===== src/design/sktc_ram.sv =====
`timescale 1ns / 1ps
// ----------------------------------------------------------------------------
// sktc_ram
// Generic single-write, single-read RAM with registered read data.
// ----------------------------------------------------------------------------
module sktc_ram #(
    parameter int WIDTH = 8,
    parameter int DEPTH = 16
) (
    input  logic                     clk,
    input  logic                     wr_en,
    input  logic [$clog2(DEPTH)-1:0] wr_addr,
    input  logic [WIDTH-1:0]         wr_data,
    input  logic [$clog2(DEPTH)-1:0] rd_addr,
    output logic [WIDTH-1:0]         rd_data
);

    logic [WIDTH-1:0] mem [DEPTH];

    // write port
    always_ff @(posedge clk)
    begin
        if (wr_en)
        begin
            mem[wr_addr] <= wr_data;
        end
    end

    // registered read port
    always_ff @(posedge clk)
    begin
        rd_data <= mem[rd_addr];
    end

endmodule


===== config.mk =====
export PLATFORM = sky130hd
export DESIGN_NAME = sktc_ram
export DESIGN_NICKNAME = d
export VERILOG_FILES = /design/src/design/sktc_ram.sv
export SDC_FILE = /design/constraint.sdc
export NUM_CORES = 1
export LEC_CHECK = 0
export ABC_AREA = 1
export CAP_MARGIN = 20
export CORE_UTILIZATION = 32
export CTS_CLUSTER_SIZE = 20
export DETAILED_ROUTE_END_ITERATION = 16
export DONT_BUFFER_PORTS = 1
export GPL_ROUTABILITY_DRIVEN = 0
export HOLD_SLACK_MARGIN = 0.02
export PLACE_DENSITY_LB_ADDON = 0.08
export SYNTH_ARGS = -nofsm -noshare
export SYNTH_HDL_FRONTEND = slang
export SYNTH_SLANG_ARGS = --single-unit

===== constraint.sdc =====
create_clock -name clk -period 1.4 [get_ports clk]
set_clock_uncertainty 0.2 [all_clocks]
set_input_delay 0.21 -clock clk [delete_from_list [all_inputs] [get_ports clk]]
set_output_delay 0.21 -clock clk [all_outputs]
set_load 0.03 [all_outputs]

After elaboration in Yosys (flattened, before gate mapping)
Memory sizes are Yosys's and may differ from the RTL's. A register that Yosys moved wholly into a read port is not among the register bits.
Index checks and enable logic that the tools add are counted.
{"block": "classes", "mux": 2}
{"cell": "$mux W1", "count": 2}
{"block": "totals", "mem_count": 1, "elab_cells": 3, "out_inout_bits": 8, "mem_bits_rw": 128, "register_bits": 0, "input_bits": 18}
{"name": "mem", "words": 16, "word_bits": 8, "read_ports": 1, "rd_clocked_by_memory_dff": 1, "write_ports": 1, "line_no": "18", "rtl": "logic [WIDTH-1:0] mem [DEPTH];"}

Depth between registers and ports, before layout
Gate-level depths: netlist of the first run.
{"block": "logic_depth", "depth_word": 2, "ltp_mapped": 8}

Worst setup path after synthesis of the first run
Ideal clock, no wire load.
{"block": "synth_path", "path_type": "in2reg", "from": "input port wr_addr[3]", "to": "memory mem[4][0] (enable)", "arrival_ns": 0.791, "n_path_buf": 0, "slack_ns": 0.039, "stages": 2, "path_cell_list": "nand3b_1 -> nor2_1"}
{"element": "start: declaration", "line_no": "12", "rtl": "input logic [$clog2(DEPTH)-1:0] wr_addr,"}
{"element": "end: declaration", "line_no": "18"}
Straight into the memory's write port.

Final worst setup path of the first run
{"block": "layout_path", "from": "register rd_data[1] (read register of mem)", "to": "output port rd_data[1]"}
{"element": "start: declaration", "line_no": "15", "rtl": "output logic [WIDTH-1:0] rd_data"}
No word-level cell between the ends.

==> impl_metrics.yaml, run 1 <==
placed_design:
  hpwl_mm: 9.35
  dpl-instance-area_um2: 6110
  port_buffers: 0
sta:
  finalSetupTns_ps: 0
  timing.final.crit_share_pct: 96.3
  rsz0062_at_grt: "false"
  fmax_ghz: 0.741
  finalSetupViolCount: 0
  drv_slew: 0
  fin_hold_ws_ps: -314
  tightest_slew_ps: 747
  timing_hold_violations_final: 104
  relSlewSlack_pct: 50.0
  period_minus_slack_ps: 1350
detailed_routing:
  routedWlPerCell_um: 18.0
  vias: 3667
  drt_pass1_iterations: 5
  dr_wl_met3_um: 530
  drtIter0Drc: 268
  viasPerCell: 4.52
  topRoutingLayerUsed: "met4"
  wirelength_met1_mm: 7.12
  wl_met2_mm: 6.80
  wl_mm: 14.6
  ant_nets: 0
  drcViolationCount: 0
clock_network:
  clk_latency_ps: 420
  cts.clk_slew.worst_paths_ps: 50
  htree_levels: 4
  clock-root-buffer: "clkbuf_16"
  cts_hold_buf: 3
  cts_buffers: 17
  cts_num_sinks: 136
  cts_buffer_depth: 2
  cts_setup_buffers: 0
  tritoncts: "done"
global_route:
  grt_pass1_vias: 3669
  grt_max_degree: 66
  grt_pass1_wl_mm: 22.5
  antenna_found_initial: 0
  track_usage_pct: 17.5
  overflow: 0
die:
  core_um2: 17500
  chipHeight_um: 136
  die_area_um2: 18600
  io_pins: 26
  die_w_um: 136
  start_util_pct: 33.0
  num_rows: 48
power:
  seq_power_share_pct: 51.3
  power_density_nw_per_um2: 1360
  switching_power_mw: 1.96
  clockPowerShare_pct: 44.0
  combPwrFrac_pct: 4.7
  swShare_pct: 21.7
  total_power_mw: 9.05
  cellLeakagePower_nw: 2.84
  intPower_mw: 7.08
  ir_drop_mv: 0.780
worst_setup_path:
  cp-end-kind: "primary output"
  required_ps: 990
  cp_max_fo: 1
  critPathArrivalTime_ps: 940
  cp-start-kind: "flop"
  critical_path_class: "flop to primary output"
cells_and_area:
  fillCellCount: 1750
  nets: 591
  final_common_cell: "nand2_1"
  fin_area_um2: 6670
  drive_gt1_share_pct: 9.04
  final_cell_mix: "nand2_1, edfxtp_1, inv_1"
  syn_to_final_growth_pct: 15.6
  num_antenna_cells: 0
job:
  maxCapViolCount: 0
synth:
  synthCells: 551
  synth.distinct_cells: 12
  synth_area_um2: 5770
  synth_area_per_cell_um2: 10.5
  yosys_register_bits: 136
  ys_warn_count: 0
  synth-seq-area-share_pct: 69.4
  syn_nets: 569
outcome:
  violations: "negative hold slack"
  outcome: "complete, but fails checks"
min_path:
  hold_path_class: "input pin to flop"
==> layer usage <==
metal	global-route usage, %	vias up
met5	0	-
met4	5.93	0
met3	4.33	12
met2	26.6	73
met1	24.2	1767
li1	-	1815
==> metrics by stage <==
| step | utilization [%] | hold WS, ps | worst slack, ps | instances |
|---|---|---|---|---|
| 2_1_floorplan | - | 109 | 39.2 | 551 |
| 3_3_place_gp | 35.0 | 110 | 5.01 | 776 |
| 3_5_place_dp | 35.0 | 110 | 1.27 | 776 |
| 4_1_cts | 38.1 | -331 | 10.2 | 811 |
| 5_1_grt | 38.1 | -339 | 18.1 | 811 |
| 6_report | 38.1 | -314 | 51.2 | 811 |
==> synthesized netlist by cell type <==
master / number / area [µm²]
buf_6: 6 / 67.6
nand3_1: 97 / 485
inv_2: 2 / 7.51
inv_1: 100 / 375
buf_1: 1 / 3.75
buf_4: 4 / 30.0
dfxtp_1: 8 / 160
nand3b_1: 2 / 15.0
nor2_1: 17 / 63.8
buf_2: 13 / 65.1
edfxtp_1: 128 / 3840
nand2_1: 173 / 649
==> power groups by stage <==
stage	Sequential, mW	Clock [mW]	Combinational (mW)
2_1_floorplan	4.71	0	0.321
3_3_place_gp	4.73	0	0.405
3_5_place_dp	4.73	0	0.402
4_1_cts	4.65	4.05	0.432
5_1_grt	4.65	4.23	0.481
6_report	4.65	3.98	0.424
==> final timing paths <==
| check | cells past startpoint | end | slack [ps] | from |
|---|---|---|---|---|
| worst max-delay path | 0 | rd_data[1] | 50 | rd_data[1] |
| worst max register to register | 6 | rd_data[5] | 150 | mem[1][5] |
| worst min register to register | 6 | rd_data[1] | 480 | mem[2][1] |
| worst min-delay path | 0 | mem[11][6] | -310 | wr_data[6] |
==> state kept, by name, summed over array words and instances, names as in the netlist <==
signal,flops
mem,128
rd_data,8
==> what timing repair did <==
item	CTS	global route
hold endpoints to repair	136	104
endpoints found under the setup margin	2	7
pin swaps	0	0
resized for setup	2	1
==> cell families after synthesis <==
group	after synthesis	share of synthesized area [%]
simple gates	289	21.0
flops	136	69.4
buf+inv	126	9.52
==> layout make-up <==
class,instances,area [µm²],share of cell area (%)
sequential,136,4010,60.1
multi-input combinational,289,1210,18.2
clock buffer,18,429,6.44
inverter,102,383,5.74
tap,225,282,4.22
timing repair buffer,27,263,3.94
clock inverter,14,90.1,1.35
No activity file was read; power rests on OpenSTA's default activity.
==> inputs of run 2 (changes only) <==
==> constraint.sdc (replaced) <==
create_clock -name clk -period 1.3 [get_ports clk]
set_clock_uncertainty 0.2 [all_clocks]
set_input_delay 0.195 -clock clk [delete_from_list [all_inputs] [get_ports clk]]
set_output_delay 0.195 -clock clk [all_outputs]
set_load 0.03 [all_outputs]
==> run 2 against run 1 <==
Against the previous run:
- die area stayed put
- via count is 0.60% higher
- sequential share of layout area is 0.69 points lower
- non-clock buffer count is 1 lower
- final cell count is 0.12% lower
- power is 13% higher
- the run still ends with negative hold slack left
- sequential power is 7.7% higher
- wire length is 1.0% higher
- sequential cell count stayed put
==> impl_metrics.yaml, run 2 (synthesized netlist as in run 1, its figures left out) <==
clock_network:
  cts_buffers: 17
  cts.clk_slew.worst_paths_ps: 60
  tritoncts: "done"
  cts_hold_buf: 2
  cts_setup_buffers: 0
  htree_levels: 4
  clock-root-buffer: "clkbuf_16"
  cts_buffer_depth: 2
  clk_latency_ps: 420
  cts_num_sinks: 136
sta:
  period_minus_slack_ps: 1280
  timing.final.crit_share_pct: 98.2
  fin_hold_ws_ps: -326
  relSlewSlack_pct: 50.4
  finalSetupViolCount: 0
  fmax_ghz: 0.783
  drv_slew: 0
  tightest_slew_ps: 744
  timing_hold_violations_final: 104
  rsz0062_at_grt: "false"
power:
  swShare_pct: 21.4
  total_power_mw: 10.3
  combPwrFrac_pct: 4.4
  seq_power_share_pct: 48.8
  ir_drop_mv: 0.852
  power_density_nw_per_um2: 1520
  switching_power_mw: 2.19
  intPower_mw: 8.06
  clockPowerShare_pct: 46.8
  cellLeakagePower_nw: 2.87
global_route:
  overflow: 0
  grt_pass1_vias: 3620
  grt_max_degree: 66
  grt_pass1_wl_mm: 22.4
  track_usage_pct: 17.5
  antenna_found_initial: 0
placed_design:
  port_buffers: 0
  dpl-instance-area_um2: 6130
  hpwl_mm: 9.14
cells_and_area:
  drive_gt1_share_pct: 11.5
  largest_reg_flops: 128
  nets: 590
  largest-register: "mem"
  syn_to_final_growth_pct: 17.2
  num_antenna_cells: 0
  final_cell_mix: "nand2_1, edfxtp_1, inv_1"
  largestRegisters: "mem (128), rd_data (8)"
  fin_area_um2: 6760
  final_common_cell: "nand2_1"
job:
  maxCapViolCount: 0
worst_setup_path:
  cp-end-kind: "primary output"
  cp-start-kind: "flop"
  cp_max_fo: 1
  required_ps: 900
  critPathArrivalTime_ps: 880
  rrSetupSlack_ps: 70
  critical_path_class: "flop to primary output"
die:
  chipHeight_um: 136
  die_area_um2: 18600
  start_util_pct: 33.0
  io_pins: 26
  die_w_um: 136
  num_rows: 48
  core_um2: 17500
min_path:
  hold_path_class: "input pin to flop"
detailed_routing:
  viasPerCell: 4.55
  vias: 3689
  wl_mm: 14.8
  drt_pass1_iterations: 4
  ant_nets: 0
  routedWlPerCell_um: 18.2
  drtIter0Drc: 331
  drcViolationCount: 0
outcome:
  outcome: "complete, but fails checks"
  violations: "negative hold slack"
run 2: changes by cell type in the layout (fill, tap and decap cells not counted), sizes merged:
cell / previous run / this run
clkinv: 12 / 7
bufinv: 1 / 3
dlymetal6s4s: 1 / 2
dlygate4sd3: 2 / 0
clkinvlp: 1 / 4
run 2: repair_timing:
| action | in CTS | in global routing |
|---|---|---|
| resized for setup | 8 | 3 |
| endpoints found under the hold margin | 136 | 104 |
| endpoints found under the setup margin | 8 | 33 |
| cloned | 0 | 0 |
run 2: power groups by stage:
stage	clock, mW	combinational, mW	sequential [mW]
final	4.80	0.448	5.01
after global routing	5.08	0.508	5.02
after CTS	4.91	0.458	5.01
after detailed placement	0	0.432	5.10
after global placement	0	0.434	5.10
after floorplan	0	0.347	5.07
run 2: worst paths after layout:
| check | cells after the start | from | to |
|---|---|---|---|
| worst max register to register | 6 | mem[9][2] | rd_data[2] |
| worst min-delay path | 0 | wr_data[5] | mem[7][5] |
| worst max-delay path | 0 | rd_data[5] | rd_data[5] |
| worst min register to register | 6 | mem[11][0] | rd_data[0] |
run 2: cell type report:
| cell class | instances | area (µm²) |
|---|---|---|
| Clock buffer | 18 | 429 |
| Clock inverter | 14 | 158 |
| Fill cell | 1737 | 10700 |
| Inverter | 102 | 383 |
| Multi-Input combinational cell | 289 | 1220 |
| Sequential cell | 136 | 4010 |
| Tap cell | 225 | 282 |
| Timing Repair Buffer | 26 | 268 |
run 2: routing by layer:
layer  GRT usage, %  up-vias  wire (µm)
met5              0        -          0
met2           27.5       84       7000
met4           7.47        0        334
li1               -     1813          -
met3           4.03       26        706
met1           23.1     1766       6710
run 2: metrics by stage:
stage          instances  worst slack (ps)  hold slack [ps]  setup TNS, ps  util, %
2_1_floorplan        551             -45.8             93.9          -3760        -
3_3_place_gp         776             -64.1             95.3           -290     35.1
3_5_place_dp         776             -68.3             95.4           -625     35.1
4_1_cts              810              3.95             -347              0     38.6
5_1_grt              810              1.06             -352              0     38.7
6_report             810              23.3             -326              0     38.7
==> inputs of run 3 (changes only) <==
--- a/config.mk
+++ b/config.mk
@@ -7,11 +7,14 @@
 export LEC_CHECK = 0
 export ABC_AREA = 1
 export CAP_MARGIN = 20
+export CELL_PAD_IN_SITES_DETAIL_PLACEMENT = 0
+export CELL_PAD_IN_SITES_GLOBAL_PLACEMENT = 1
 export CORE_UTILIZATION = 32
 export CTS_CLUSTER_SIZE = 20
 export DETAILED_ROUTE_END_ITERATION = 16
 export DONT_BUFFER_PORTS = 1
 export GPL_ROUTABILITY_DRIVEN = 0
+export GPL_TIMING_DRIVEN = 0
 export HOLD_SLACK_MARGIN = 0.02
 export PLACE_DENSITY_LB_ADDON = 0.08
 export SYNTH_ARGS = -nofsm -noshare
==> run 3 against run 2 <==
Against the previous run:
- the run ends with negative setup slack left
- critical path depth is 2 higher
- power rose by 3.0%
- design area up 1.3%
- worst hold slack gained 380 ps
- die area is the same
- global-route usage is 1.2 points higher
- final cell count rose by 0.99%
- sequential power is essentially flat
- register-to-register slack got worse by 20 ps
- sequential share of layout area down 0.75 points
- via count decreased by 0.60%
- largest power group unchanged
==> impl_metrics.yaml, run 3 (synthesized netlist as in run 1, its figures left out) <==
detailed_routing:
  drtIter0Drc: 309
  wl_mm: 16.1
  drt_pass1_iterations: 5
  viasPerCell: 4.48
  ant_nets: 0
  routedWlPerCell_um: 19.6
  drcViolationCount: 0
  vias: 3667
worst_setup_path:
  critical_path_class: "input pin to flop"
  crit_slowest_cell: "nor2_1"
  cp-start-kind: "input pin"
  required_ps: 1140
  critPathArrivalTime_ps: 1220
  crit_chain: "nand3b_1, nor2_1"
  cp-startpoint: "wr_addr[3]"
  crit_buf_inv: 0
  path_delay_family: "simple AND/OR/NAND/NOR gates"
  cp_max_fo: 8
  cp_slowest_stage_delay_ps: 790
  r2r-start: "mem[14][3]"
  cp-end-kind: "flop"
power:
  intPower_mw: 8.11
  switching_power_mw: 2.45
  power_density_nw_per_um2: 1540
  combPwrFrac_pct: 6.1
  cellLeakagePower_nw: 2.92
  seq_power_share_pct: 47.3
  clockPowerShare_pct: 46.6
  ir_drop_mv: 0.950
  swShare_pct: 23.2
  total_power_mw: 10.6
clock_network:
  cts.clk_slew.worst_paths_ps: 60
  cts_num_sinks: 136
  clock-root-buffer: "clkbuf_16"
  cts_buffer_depth: 2
  tritoncts: "done"
  htree_levels: 4
  cts_buffers: 17
  clk_latency_ps: 420
outcome:
  outcome: "complete, but fails checks"
  violations: "negative setup slack"
sta:
  timing.final.crit_share_pct: 106
  tightest_slew_ps: 998
  relSlewSlack_pct: 33.2
  timing_hold_violations_final: 0
  rsz0062_at_grt: "true"
  fmax_ghz: 0.724
  finalSetupViolCount: 16
  fin_hold_ws_ps: 59.0
  worst_slack_ps: -81.6
  finalSetupTns_ps: -1200
  drv_slew: 0
  period_minus_slack_ps: 1380
die:
  chipHeight_um: 136
  num_rows: 48
  start_util_pct: 33.0
  die_area_um2: 18600
  io_pins: 26
  die_w_um: 136
  core_um2: 17500
cells_and_area:
  drive_gt1_share_pct: 14.2
  largest_reg_flops: 128
  final_cell_mix: "nand2_1, edfxtp_1, inv_1"
  multi_input_area_um2: 1280
  num_antenna_cells: 0
  largest-register: "mem"
  final_cells: 818
  utilization_pct: 39.2
  syn_to_final_growth_pct: 18.7
  final_common_cell: "nand2_1"
  fillCellCount: 1693
  nets: 598
  regArea_um2: 4010
  largestRegisters: "mem (128), rd_data (8)"
  fin_area_um2: 6840
min_path:
  hold_path_class: "input pin to flop"
  min_from: "rd_addr[2]"
global_route:
  grt_pass1_vias: 3487
  grt_pass1_wl_mm: 23.5
  track_usage_pct: 18.7
  overflow: 0
  antenna_found_initial: 0
  grt_max_degree: 17
placed_design:
  placedCellCount: 777
  dpl-instance-area_um2: 6060
  port_buffers: 0
  pre_cts_ws_ps: -615
  hpwl_mm: 10.5
job:
  maxCapViolCount: 0
run 3: timing repair:
item | 4_1_cts | 5_1_grt
hold buffers | 9 | 0
endpoints found under the setup margin | 53 | 165
endpoints found under the hold margin | 129 | 0
buffers inserted | 0 | 0
cloned | 0 | 0
resized for setup | 12 | 20
run 3: layer usage:
metal	wire [µm]	vias up	part of all wire (%)	global-route usage, %
met1	8020	1750	50	27.3
li1	-	1832	-	-
met4	136	0	0.85	4.44
met3	658	10	4.1	4.21
met5	0	-	0	0
met2	7250	75	45	28.0
run 3: cell type report:
| class | count | area share (%) |
|---|---|---|
| buffer | 24 | 2.43 |
| clock buffer | 17 | 6.22 |
| clock inverter | 15 | 2.60 |
| inverter | 102 | 5.60 |
| multi-input combinational | 289 | 18.7 |
| sequential | 136 | 58.7 |
| tap | 225 | 4.11 |
| timing repair buffer | 10 | 1.74 |
run 3: worst paths after layout:
path	cells past startpoint	slack [ps]	endpoint
hold reg to reg	6	510	rd_data[2]
hold / removal	4	60	rd_data[3]
setup / recovery	2	-80	mem[5][5]
setup reg to reg	6	50	rd_data[3]
run 3: worst reg2reg max path, cell delays in order, from the launching register on:
cell and delay, ps:
edfxtp_1 360, inv_1 60, nand2_1 50, nand3_1 140, nand3_1 120, nand3_2 100
nand2_1 90
run 3: power by group through the flow:
stage / Combinational (mW) / Clock (mW) / Sequential [mW]
floorplan: 0.347 / 0 / 5.07
global placement: 0.536 / 0 / 5.08
detailed placement: 0.537 / 0 / 5.08
CTS: 0.642 / 5.00 / 5.00
global route: 0.715 / 5.17 / 5.01
finish: 0.648 / 4.92 / 4.99
